**src/design/lcoe_pkg.sv**
```systemverilog
// Package for the latency cache: shared types, codes and constants.
// Used by the controller, the datapath and the top level.
`timescale 1ns / 1ps
package lcoe_pkg;

    localparam int ENTRIES_DEFAULT = 64;
    localparam int CAP_W           = 7;
    localparam int TICK_W          = 32;
    localparam int ADDR_W          = 32;
    localparam int PORT_W          = 16;
    localparam int LAT_W           = 32;
    localparam logic [CAP_W-1:0]  CAP_RESET    = 7'd64;
    localparam logic [TICK_W-1:0] EXPIRY_RESET = 32'd1000000;

    typedef enum logic [1:0] {
        ACT_INSERT = 2'd0,
        ACT_LOOKUP = 2'd1,
        ACT_PURGE  = 2'd2,
        ACT_TICK   = 2'd3
    } action_t;

    typedef enum logic {
        REG_CAPACITY = 1'b0,
        REG_EXPIRY   = 1'b1
    } reg_idx_t;

    typedef enum logic [2:0] {
        ST_IDLE,
        ST_READ,
        ST_SCAN,
        ST_WRITE,
        ST_DONE
    } state_t;

    // controller to datapath
    typedef struct packed {
        logic load;   // capture input item, clear scan
        logic step;   // examine entry under scan pointer, advance
        logic commit; // apply final write / count update
        logic result; // set the output valid register
    } cmd_t;

    // datapath to controller
    typedef struct packed {
        logic scan_last; // scan pointer has reached the end of live entries, or a key matched (not purge)
        logic empty;     // no live entries to scan
        logic is_tick;   // current item needs no scan
    } status_t;

endpackage

```
**src/design/lcoe_ctrl.sv**
```systemverilog
// Controller state machine for the latency cache.
// Depends on lcoe_pkg; drives the datapath through cmd_t and reads status_t.
`timescale 1ns / 1ps
module lcoe_ctrl
(
    input  logic               clk,
    input  logic               rst_n,
    input  logic               in_valid,
    output logic               in_ready,
    input  logic               out_busy,
    input  lcoe_pkg::status_t  status,
    output lcoe_pkg::cmd_t     cmd
);
    import lcoe_pkg::*;

    state_t state_reg;
    state_t state_next;

    always_ff @(posedge clk or negedge rst_n)
    begin
        if (!rst_n)
        begin
            state_reg <= ST_IDLE;
        end
        else
        begin
            state_reg <= state_next;
        end
    end

    always_comb
    begin
        state_next = state_reg;
        unique case (state_reg)
            ST_IDLE:
            begin
                if (in_valid && !out_busy)
                begin
                    state_next = ST_READ;
                end
            end
            ST_READ:
            begin
                if (status.is_tick || status.empty)
                begin
                    state_next = ST_WRITE;
                end
                else
                begin
                    state_next = ST_SCAN;
                end
            end
            ST_SCAN:
            begin
                if (status.scan_last)
                begin
                    state_next = ST_WRITE;
                end
                else
                begin
                    state_next = ST_READ;
                end
            end
            ST_WRITE:
            begin
                state_next = ST_DONE;
            end
            ST_DONE:
            begin
                state_next = ST_IDLE;
            end
            default:
            begin
                state_next = ST_IDLE;
            end
        endcase
    end

    always_comb
    begin
        cmd      = '0;
        in_ready = 1'b0;
        unique case (state_reg)
            ST_IDLE:
            begin
                in_ready = !out_busy;
                cmd.load = in_valid && !out_busy;
            end
            ST_SCAN:
            begin
                cmd.step = 1'b1;
            end
            ST_WRITE:
            begin
                cmd.commit = 1'b1;
            end
            ST_DONE:
            begin
                cmd.result = 1'b1;
            end
            default:
            begin
                cmd = '0;
            end
        endcase
    end

endmodule

```
**config.mk**
```make
export PLATFORM = sky130hd
export DESIGN_NAME = lcoe_ctrl
export DESIGN_NICKNAME = d
export VERILOG_FILES = /design/src/design/lcoe_pkg.sv /design/src/design/lcoe_ctrl.sv
export SDC_FILE = /design/constraint.sdc
export NUM_CORES = 1
export LEC_CHECK = 0
export ABC_CLOCK_PERIOD_IN_PS = 1200
export BUFFER_PORTS_ARGS = -buffer_cell sky130_fd_sc_hd__buf_2
export CAP_MARGIN = 20
export CORE_AREA = 2 2 39 41
export CTS_CLUSTER_DIAMETER = 40
export CTS_CLUSTER_SIZE = 12
export DETAILED_ROUTE_END_ITERATION = 8
export DIE_AREA = 0 0 41 43
export PLACE_DENSITY = 0.42
export SLEW_MARGIN = 40
export SYNTH_ARGS = -nofsm -noshare
export SYNTH_HDL_FRONTEND = slang
export SYNTH_SLANG_ARGS = --single-unit
```
**constraint.sdc**
```tcl
create_clock -name clk -period 1.2 [get_ports clk]
set_input_delay 0.12 -clock clk [delete_from_list [all_inputs] [get_ports clk]]
set_output_delay 0.12 -clock clk [all_outputs]
set_load 0.05 [all_outputs]
```
==> run_results.csv, run 1 <==
group,metric,value,unit
cts,cts_root_buf,"clkbuf_4",
synth,syn_area,173,µm²
power_and_ir_drop,switching_share,0.443,
route,dr.pass1.iters,2,
cts,ctsHtreeMaxLevel,1,
global_routing,grt_max_degree,9,
sta,rsz0062_at_grt,"true",
floorplan,io_pins,12,
global_routing,antenna_found_initial,0,
finish,final_nets,44,
floorplan,dieArea,0.00176,mm²
sta,fin_setup_tns,-0.548,ns
synth,ys_ff_latch,3,
synth,ys_seq_area_frac,0.435,
power_and_ir_drop,power_switching,0.504,mW
sta,holdWs,0.168,ns
sta,slew_headroom,0.843,
sta,hold_violations,0,
synth,synthDistinctLibCells,11,
finish,antenna_cells,0,
cts,cts_buffers,3,
power_and_ir_drop,p_int,0.634,mW
synth,syn_nets,23,
synth,yosys_warnings,0,
finish,syn2layout_area_growth,130,%
sta,slew_violations,0,
route,drt_iter0_drc,1,
route,routed-via-count,208,
flow_run,cap_violations,0,
power_and_ir_drop,clock_power_share,0.158,
sta,period_share,1.13,
power_and_ir_drop,p_leak,0.179,nW
sta,worst_pin_slew,0.235,ns
cts,cts_tree,"yes",
cts,clk_latency,0.23,ns
global_routing,grt_pass1_vias,210,
finish,final_cell_mix,"buf_2, buf_8, clkbuf_4, buf_4",
floorplan,die_w,41,µm
cts,clk_path_buf_depth,2,
floorplan,die_y,43,µm
global_routing,grt_pass1_wl,834,µm
sta,setup_ws,-0.152,ns
power_and_ir_drop,pwr-share-seq,0.220,
finish,largest_register_ffs,3,
cts,cts.sinks,3,
power_and_ir_drop,vdd_ir_drop_max,0.00101,V
floorplan,core.rowCount,14,
placement,pre_cts_ws,0.00700,ns
synth,postSynthCellCount,16,
global_routing,overflow,0,
finish,final_area,398,µm²
sta,fin_worst_skew,0.00422,ns
sta,period_minus_slack,1.35,ns
run_status,violations,"setup timing",
setup_path,crit_arrival,1.23,ns
setup_path,cp-start-kind,"register",
route,wl,550,µm
sta,setup_viol,5,
finish,drive_gt1_frac,0.722,
route,postRouteAntennaNets,0,
setup_path,critical_path_required,1.08,ns
floorplan,initial_utilization,0.125,
floorplan,core-area,0.00138,mm²
setup_path,criticalPathCategory,"register to output pin",
placement,gp_congestion,0.616,
route,detail_route.vias_per_cell,4.00,
finish,final_common_cell,"buf_2",
global_routing,grt_usage,0.0774,
run_status,status,"finished with violations",
min_path,hold_class,"input port to register",
power_and_ir_drop,combPwrFrac,0.623,
route,wire_per_inst,10.6,µm
sta,max_freq,740,MHz
power_and_ir_drop,power_density,2860,mW/mm²
synth,synth.avg_cell_area,10.8,µm²
cts,cts.clk_slew.worst_paths,0.04,ns
placement,io_buffers,11,
setup_path,cp-end-kind,"output pin",
setup_path,path_max_fanout,2,
placement,placed_area,279,µm²
route,drc,0,
## cell type report
class,instances,area (µm²)
Fill cell,153,986
Timing Repair Buffer,16,145
Multi-Input combinational cell,13,130
Sequential cell,3,76.3
Clock buffer,4,26.3
Tap cell,16,20.0
## power by group through the flow
stage               clock network, mW  logic [mW]  registers [mW]
floorplan                           0       0.345           0.236
global placement                    0       0.494           0.224
detailed placement                  0       0.497           0.230
CTS                             0.187       0.633           0.234
global route                    0.200       0.750           0.259
finish                          0.179       0.708           0.250
## cell usage after synthesis, drive strengths merged
cell    n  area, µm²
a21oi   1       5.00
a221oi  1       8.76
and2    2       12.5
and3b   2       20.0
dfrtp   3       75.1
nand2b  2       12.5
nand3b  1       7.51
nor2    1       3.75
nor3b   1       7.51
nor4    1       12.5
o21bai  1       7.51
## path summary, 6_finish.rpt
kind | startpoint | endpoint | slack [ns] | depth (start not counted)
setup / recovery | state_reg[1]$_DFFE_PN0P_ | cmd[3] | -0.15 | 3
hold / removal | status[2] | state_reg[1]$_DFFE_PN0P_ | 0.17 | 3
min in group asynchronous | rst_n | state_reg[1]$_DFFE_PN0P_ | 0.22 | 2
setup reg to reg | state_reg[1]$_DFFE_PN0P_ | state_reg[0]$_DFFE_PN0P_ | 0.07 | 3
max in group asynchronous | rst_n | state_reg[0]$_DFFE_PN0P_ | 0.85 | 2
hold reg to reg | state_reg[2]$_DFFE_PN0P_ | state_reg[1]$_DFFE_PN0P_ | 0.63 | 2
## per-stage QoR
step | std cells | utilization | power [mW]
3_5_place_dp | 45 | 0.202 | 0.727
3_3_place_gp | 45 | 0.202 | 0.719
5_1_grt | 52 | 0.288 | 1.21
6_report | 52 | 0.288 | 1.14
2_1_floorplan | 16 | - | 0.582
4_1_cts | 51 | 0.266 | 1.05
## worst max-delay path: stages (launching register included)
cell and delay (ns):
dfrtp_1 0.40, nor4_4 0.28, and2_4 0.19, buf_8 0.14
## what timing repair did
action,in CTS,in global routing
resized for setup,14,7
pin swaps,1,0
setup buffers,1,1
endpoints found under the setup margin,5,5
hold buffers,1,0
hold endpoints to repair,3,0
## logic make-up after synthesis
| family | Yosys count | share of synthesized area |
|---|---|---|
| AO/OA/AOI/OAI | 3 | 0.123 |
| AND/OR/NAND/NOR | 10 | 0.442 |
| flip-flops | 3 | 0.435 |
## per-layer routing
metal / wire length, µm / GRT usage / part of all wire / vias up
li1: - / - / - / 100
met1: 235 / 0.0968 / 0.43 / 94
met2: 242 / 0.0906 / 0.44 / 12
met3: 66 / 0.0471 / 0.12 / 2
met4: 5 / 0.0600 / 0.0091 / 0
met5: 0 / 0 / 0 / -
(Power assumes the default switching activity.)
==> run 2, diff against run 1 <==
- ABC_CLOCK_PERIOD_IN_PS: 1200 -> 1400
- clock period: 1.2 -> 1.4 ns (I/O delays scaled with it)
==> run 2 against run 1 <==
  * The flow now finishes without violations
  * Utilization is 4.2 points lower
  * Highest routed layer unchanged
  * Sequential share of layout area is 3.6 points higher
  * Power is 28% lower
  * Clock skew is 0.0030 ns lower
  * Cell count is 1.9% lower
  * Via count is 4.3% lower
  * Worst hold slack better by 0.017 ns
==> run_results.csv, run 2 (synthesis results as in run 1) <==
group,metric,value,unit
floorplan,io_pins,12,
placement,gp_congestion,0.706,
cts,ctsHtreeMaxLevel,1,
power_and_ir_drop,vdd_ir_drop_max,0.000718,V
cts,cts.sinks,3,
floorplan,core-area,0.00138,mm²
setup_path,r2r_start,"state_reg[1]$_DFFE_PN0P_",
route,wl,518,µm
finish,largest_register_ffs,3,
finish,seq_area,77.6,µm²
flow_run,cap_violations,0,
cts,cts_root_buf,"clkbuf_4",
cts,clk_path_buf_depth,2,
global_routing,grt_pass1_vias,185,
sta,hold_violations,0,
sta,period_minus_slack,1.39,ns
cts,cts_buffers,3,
placement,pre_cts_ws,0.124,ns
finish,syn2layout_area_growth,97.1,%
setup_path,reg2reg_to,"state_reg[0]$_DFFE_PN0P_",
setup_path,crit_arrival,1.25,ns
sta,setup_ws,0.0108,ns
sta,rsz0062_at_grt,"true",
sta,max_freq,720,MHz
power_and_ir_drop,p_leak,0.161,nW
setup_path,criticalPathCategory,"register to output pin",
sta,fin_worst_skew,0.00126,ns
floorplan,die_w,41,µm
setup_path,path_max_fanout,3,
route,drc,0,
global_routing,antenna_found_initial,0,
sta,period_share,0.992,
setup_path,rr_worst_depth,3,
finish,fin_cells,51,
global_routing,overflow,0,
floorplan,initial_utilization,0.125,
run_status,status,"complete, no violations",
cts,cts.clk_slew.worst_paths,0.03,ns
min_path,hold_end,"state_reg[1]$_DFFE_PN0P_",
sta,slew_violations,0,
floorplan,core.rowCount,14,
route,dr.pass1.iters,4,
placement,placedCellCount,44,
sta,slew_headroom,0.831,
finish,final_nets,43,
setup_path,cp-end-kind,"output pin",
setup_path,critical_path_required,1.26,ns
sta,setup_viol,0,
setup_path,r2r_slack,0.29,ns
placement,placed_area,270,µm²
sta,worst_pin_slew,0.255,ns
global_routing,grt_pass1_wl,779,µm
power_and_ir_drop,power_density,2420,mW/mm²
route,wire_per_inst,10.2,µm
cts,clk_latency,0.23,ns
min_path,hold_start,"status[2]",
finish,drive_gt1_frac,0.686,
global_routing,grt_usage,0.0724,
finish,final_cell_mix,"buf_2, clkbuf_4, buf_4",
route,postRouteAntennaNets,0,
placement,io_buffers,11,
route,drt_iter0_drc,2,
placement,hpwl,347,µm
floorplan,dieArea,0.00176,mm²
min_path,hold_class,"input port to register",
finish,antenna_cells,0,
route,routed-via-count,199,
min_path,hold_depth,3,
finish,multi_input_area,114,µm²
setup_path,cp-start-kind,"register",
finish,final_common_cell,"buf_2",
route,detail_route.vias_per_cell,3.90,
finish,final_area,340,µm²
cts,cts_tree,"yes",
power_and_ir_drop,total_power,0.822,mW
finish,n_fill_cell,157,
floorplan,die_y,43,µm
global_routing,grt_max_degree,9,
==> run 2: changes by cell type in the layout (fill, tap and decap cells not counted) <==
cell,previous run,this run
buf_6,2,0
nor2_1,0,1
buf_8,4,1
and2_1,0,1
dfrtp_2,1,2
nor3b_4,1,0
dfrtp_1,2,1
clkbuf_4,3,4
buf_4,3,4
buf_2,6,8
nor3b_2,0,1
nor2_4,1,0
and2_4,2,1
==> run 2: repair_timing <==
action | 4_1_cts | 5_1_grt
buffers inserted | 2 | 0
hold buffers | 1 | 0
endpoints found under the hold margin | 3 | 0
pin swaps | 2 | 2
gates resized for setup | 6 | 2
setup endpoints to repair | 3 | 4
==> run 2: report_power, final <==
group          internal [mW]  total, mW  switching [mW]
combinational          0.201      0.466           0.265
clock                  0.107      0.148          0.0417
sequential             0.134      0.208          0.0735
==> run 2: through the flow <==
step                setup TNS [ns]  hold WS, ns  utilization
floorplan                   -0.274       -0.156            -
global placement                 0      -0.0626        0.195
detailed placement               0      -0.0601        0.195
CTS                        -0.0225        0.167        0.243
global route               -0.0660        0.192        0.246
finish                           0        0.186        0.246
==> run 2: how the worst max path moves through the flow <==
stage                                   startpoint     end  slack [ns]
after floorplan           state_reg[1]$_DFFE_PN0P_  cmd[3]       -0.27
after global placement    state_reg[1]$_DFFE_PN0P_  cmd[3]        0.13
after detailed placement  state_reg[1]$_DFFE_PN0P_  cmd[3]        0.12
after CTS                 state_reg[1]$_DFFE_PN0P_  cmd[3]       -0.02
after global routing      state_reg[1]$_DFFE_PN0P_  cmd[3]       -0.04
final                     state_reg[1]$_DFFE_PN0P_  cmd[3]        0.01
==> run 2: critical path, stage by stage (launching register included) <==
cell     delay [ns]
dfrtp_2        0.43
nor4_4         0.27
and2_4         0.19
buf_8          0.14
==> run 2: routing by layer <==
layer / vias to the layer above / track usage / routed length [µm]
met5: - / 0 / 0
met4: 0 / 0.0600 / 9
met3: 2 / 0.0471 / 54
met2: 12 / 0.0750 / 204
met1: 89 / 0.0968 / 249
li1: 96 / - / -
==> run 2: final cells by class <==
class                      count  area share
sequential                     3       0.228
clock buffer                   4      0.0772
tap                           16      0.0588
timing repair buffer          15       0.301
multi-input combinational     13       0.335
==> run 3, diff against run 2 <==
- PLACE_DENSITY: 0.42 -> unset
- PLACE_DENSITY_LB_ADDON: unset -> 0.1
==> run 3 against run 2 <==
  * Critical path depth grew 1
  * Combinational power is essentially flat
  * Maximum frequency rose by 2.0%
  * Largest cell class unchanged
  * Flip-flop and latch count is the same
  * Largest power group unchanged
  * Worst setup slack better by 0.027 ns
==> run_results.csv, run 3 (synthesis results as in run 1) <==
group,metric,value,unit
route,postRouteAntennaNets,0,
floorplan,initial_utilization,0.125,
setup_path,r2r_slack,0.31,ns
cts,cts_tree,"yes",
setup_path,crit_path_top_delay_cell,"dfrtp_1",
power_and_ir_drop,power_switching,0.377,mW
placement,placedCellCount,45,
floorplan,io_pins,12,
global_routing,antenna_found_initial,0,
placement,pre_cts_ws,0.191,ns
cts,cts_root_buf,"clkbuf_4",
sta,period_minus_slack,1.36,ns
setup_path,cp-end-kind,"output pin",
power_and_ir_drop,pwr-share-seq,0.241,
finish,syn2layout_area_growth,95.7,%
placement,io_buffers,11,
sta,hold_violations,0,
placement,hpwl,404,µm
power_and_ir_drop,p_int,0.433,mW
floorplan,die_w,41,µm
sta,period_share,0.973,
sta,max_freq,734,MHz
route,detail_route.vias_per_cell,3.84,
setup_path,criticalPathCategory,"register to output pin",
placement,gp_congestion,0.670,
setup_path,cp_top_family,"flip-flops",
power_and_ir_drop,clock_power_share,0.185,
setup_path,crit_arrival,1.22,ns
power_and_ir_drop,vdd_ir_drop_max,0.000692,V
finish,antenna_cells,0,
sta,worst_pin_slew,0.291,ns
global_routing,grt_usage,0.0733,
power_and_ir_drop,total_power,0.810,mW
global_routing,grt_max_degree,9,
floorplan,dieArea,0.00176,mm²
setup_path,rr_worst_depth,3,
finish,n_fill_cell,155,
sta,holdWs,0.186,ns
setup_path,path_buf_inv,2,
cts,ctsHtreeMaxLevel,1,
min_path,hold_class,"input port to register",
setup_path,r2r_start,"state_reg[1]$_DFFE_PN0P_",
floorplan,core-area,0.00138,mm²
setup_path,path_max_fanout,7,
route,drc,0,
setup_path,slowest_delay,0.40,ns
finish,final_nets,42,
finish,drive_gt1_frac,0.618,
cts,cts.clk_slew.worst_paths,0.04,ns
route,wl,500,µm
finish,largest_register_ffs,3,
route,routed-via-count,192,
finish,fin_cells,50,
sta,slew_violations,0,
setup_path,crit_chain,"buf_4 > nor2_1 > and2_1 > buf_6",
setup_path,cp-start-kind,"register",
setup_path,critical_path_required,1.26,ns
cts,clk_latency,0.23,ns
run_status,status,"complete, no violations",
finish,final_common_cell,"buf_2",
sta,rsz0062_at_grt,"true",
cts,cts_buffers,3,
global_routing,overflow,0,
cts,cts.sinks,3,
setup_path,crit_start,"state_reg[1]$_DFFE_PN0P_",
route,wire_per_inst,10.0,µm
power_and_ir_drop,power_density,2400,mW/mm²
finish,final_cell_mix,"buf_2, clkbuf_4, dfrtp_1",
power_and_ir_drop,switching_share,0.465,
route,drt_iter0_drc,2,
sta,setup_ws,0.0380,ns
sta,slew_headroom,0.806,
setup_path,reg2reg_to,"state_reg[0]$_DFFE_PN0P_",
sta,fin_setup_tns,0,ns
cts,clk_path_buf_depth,2,
cts,cts_setup_buffers,0,
sta,setup_viol,0,
setup_path,worstSetupPathDepth,4,
sta,fin_worst_skew,0.00488,ns
power_and_ir_drop,combPwrFrac,0.574,
global_routing,grt_pass1_vias,168,
route,dr.pass1.iters,2,
floorplan,core.rowCount,14,
global_routing,grt_pass1_wl,765,µm
setup_path,endpoint,"cmd[0]",
floorplan,die_y,43,µm
flow_run,cap_violations,0,
power_and_ir_drop,p_leak,0.160,nW
==> run 3: changes by cell type in the layout (fill, tap and decap cells not counted), sizes merged <==
| cell | delta |
|---|---|
| clkbuf | -1 |
==> run 3: repair_timing <==
action / 4_1_cts / 5_1_grt
hold buffers: 1 / 0
cloned: 0 / 0
setup endpoints to repair: 2 / 3
endpoints found under the hold margin: 3 / 0
resized for setup: 3 / 6
==> run 3: final cells by class <==
class	instances	area [µm²]	share of cell area
multi-input combinational	13	114	0.337
timing repair buffer	14	103	0.304
sequential	3	75.1	0.222
clock buffer	4	26.3	0.0778
tap	16	20.0	0.0593
==> run 3: power by group through the flow <==
stage                     sequential (mW)  combinational (mW)  clock [mW]
final                               0.195               0.465       0.150
after global routing                0.207               0.493       0.161
after CTS                           0.197               0.439       0.157
after detailed placement            0.199               0.421           0
after global placement              0.200               0.429           0
after floorplan                     0.202               0.292           0
==> run 3: worst min-delay path by stage <==
| stage | from | to | cells past startpoint |
|---|---|---|---|
| after global routing | status[2] | state_reg[1]$_DFFE_PN0P_ | 3 |
| final | status[2] | state_reg[1]$_DFFE_PN0P_ | 3 |
| after detailed placement | rst_n | state_reg[2]$_DFFE_PN0P_ | 1 |
| after floorplan | rst_n | state_reg[0]$_DFFE_PN0P_ | 0 |
| after CTS | status[2] | state_reg[1]$_DFFE_PN0P_ | 3 |
| after global placement | rst_n | state_reg[2]$_DFFE_PN0P_ | 1 |
==> run 3: worst min-delay path, stage by stage <==
cell and delay (ns):
buf_2 0.10, nand3b_1 0.07, a21oi_1 0.07
==> run 3: routing by layer <==
metal / vias up / track usage / part of all wire
met3: 2 / 0.0314 / 0.098
met2: 11 / 0.0781 / 0.44
li1: 96 / - / -
met1: 83 / 0.0868 / 0.43
met4: 0 / 0.100 / 0.024
met5: - / 0 / 0
==> run 3: stage by stage <==
step,instance area [µm²],util
after floorplan,188,-
after global placement,278,0.201
after detailed placement,278,0.201
after CTS,323,0.233
after global routing,338,0.244
final,338,0.244
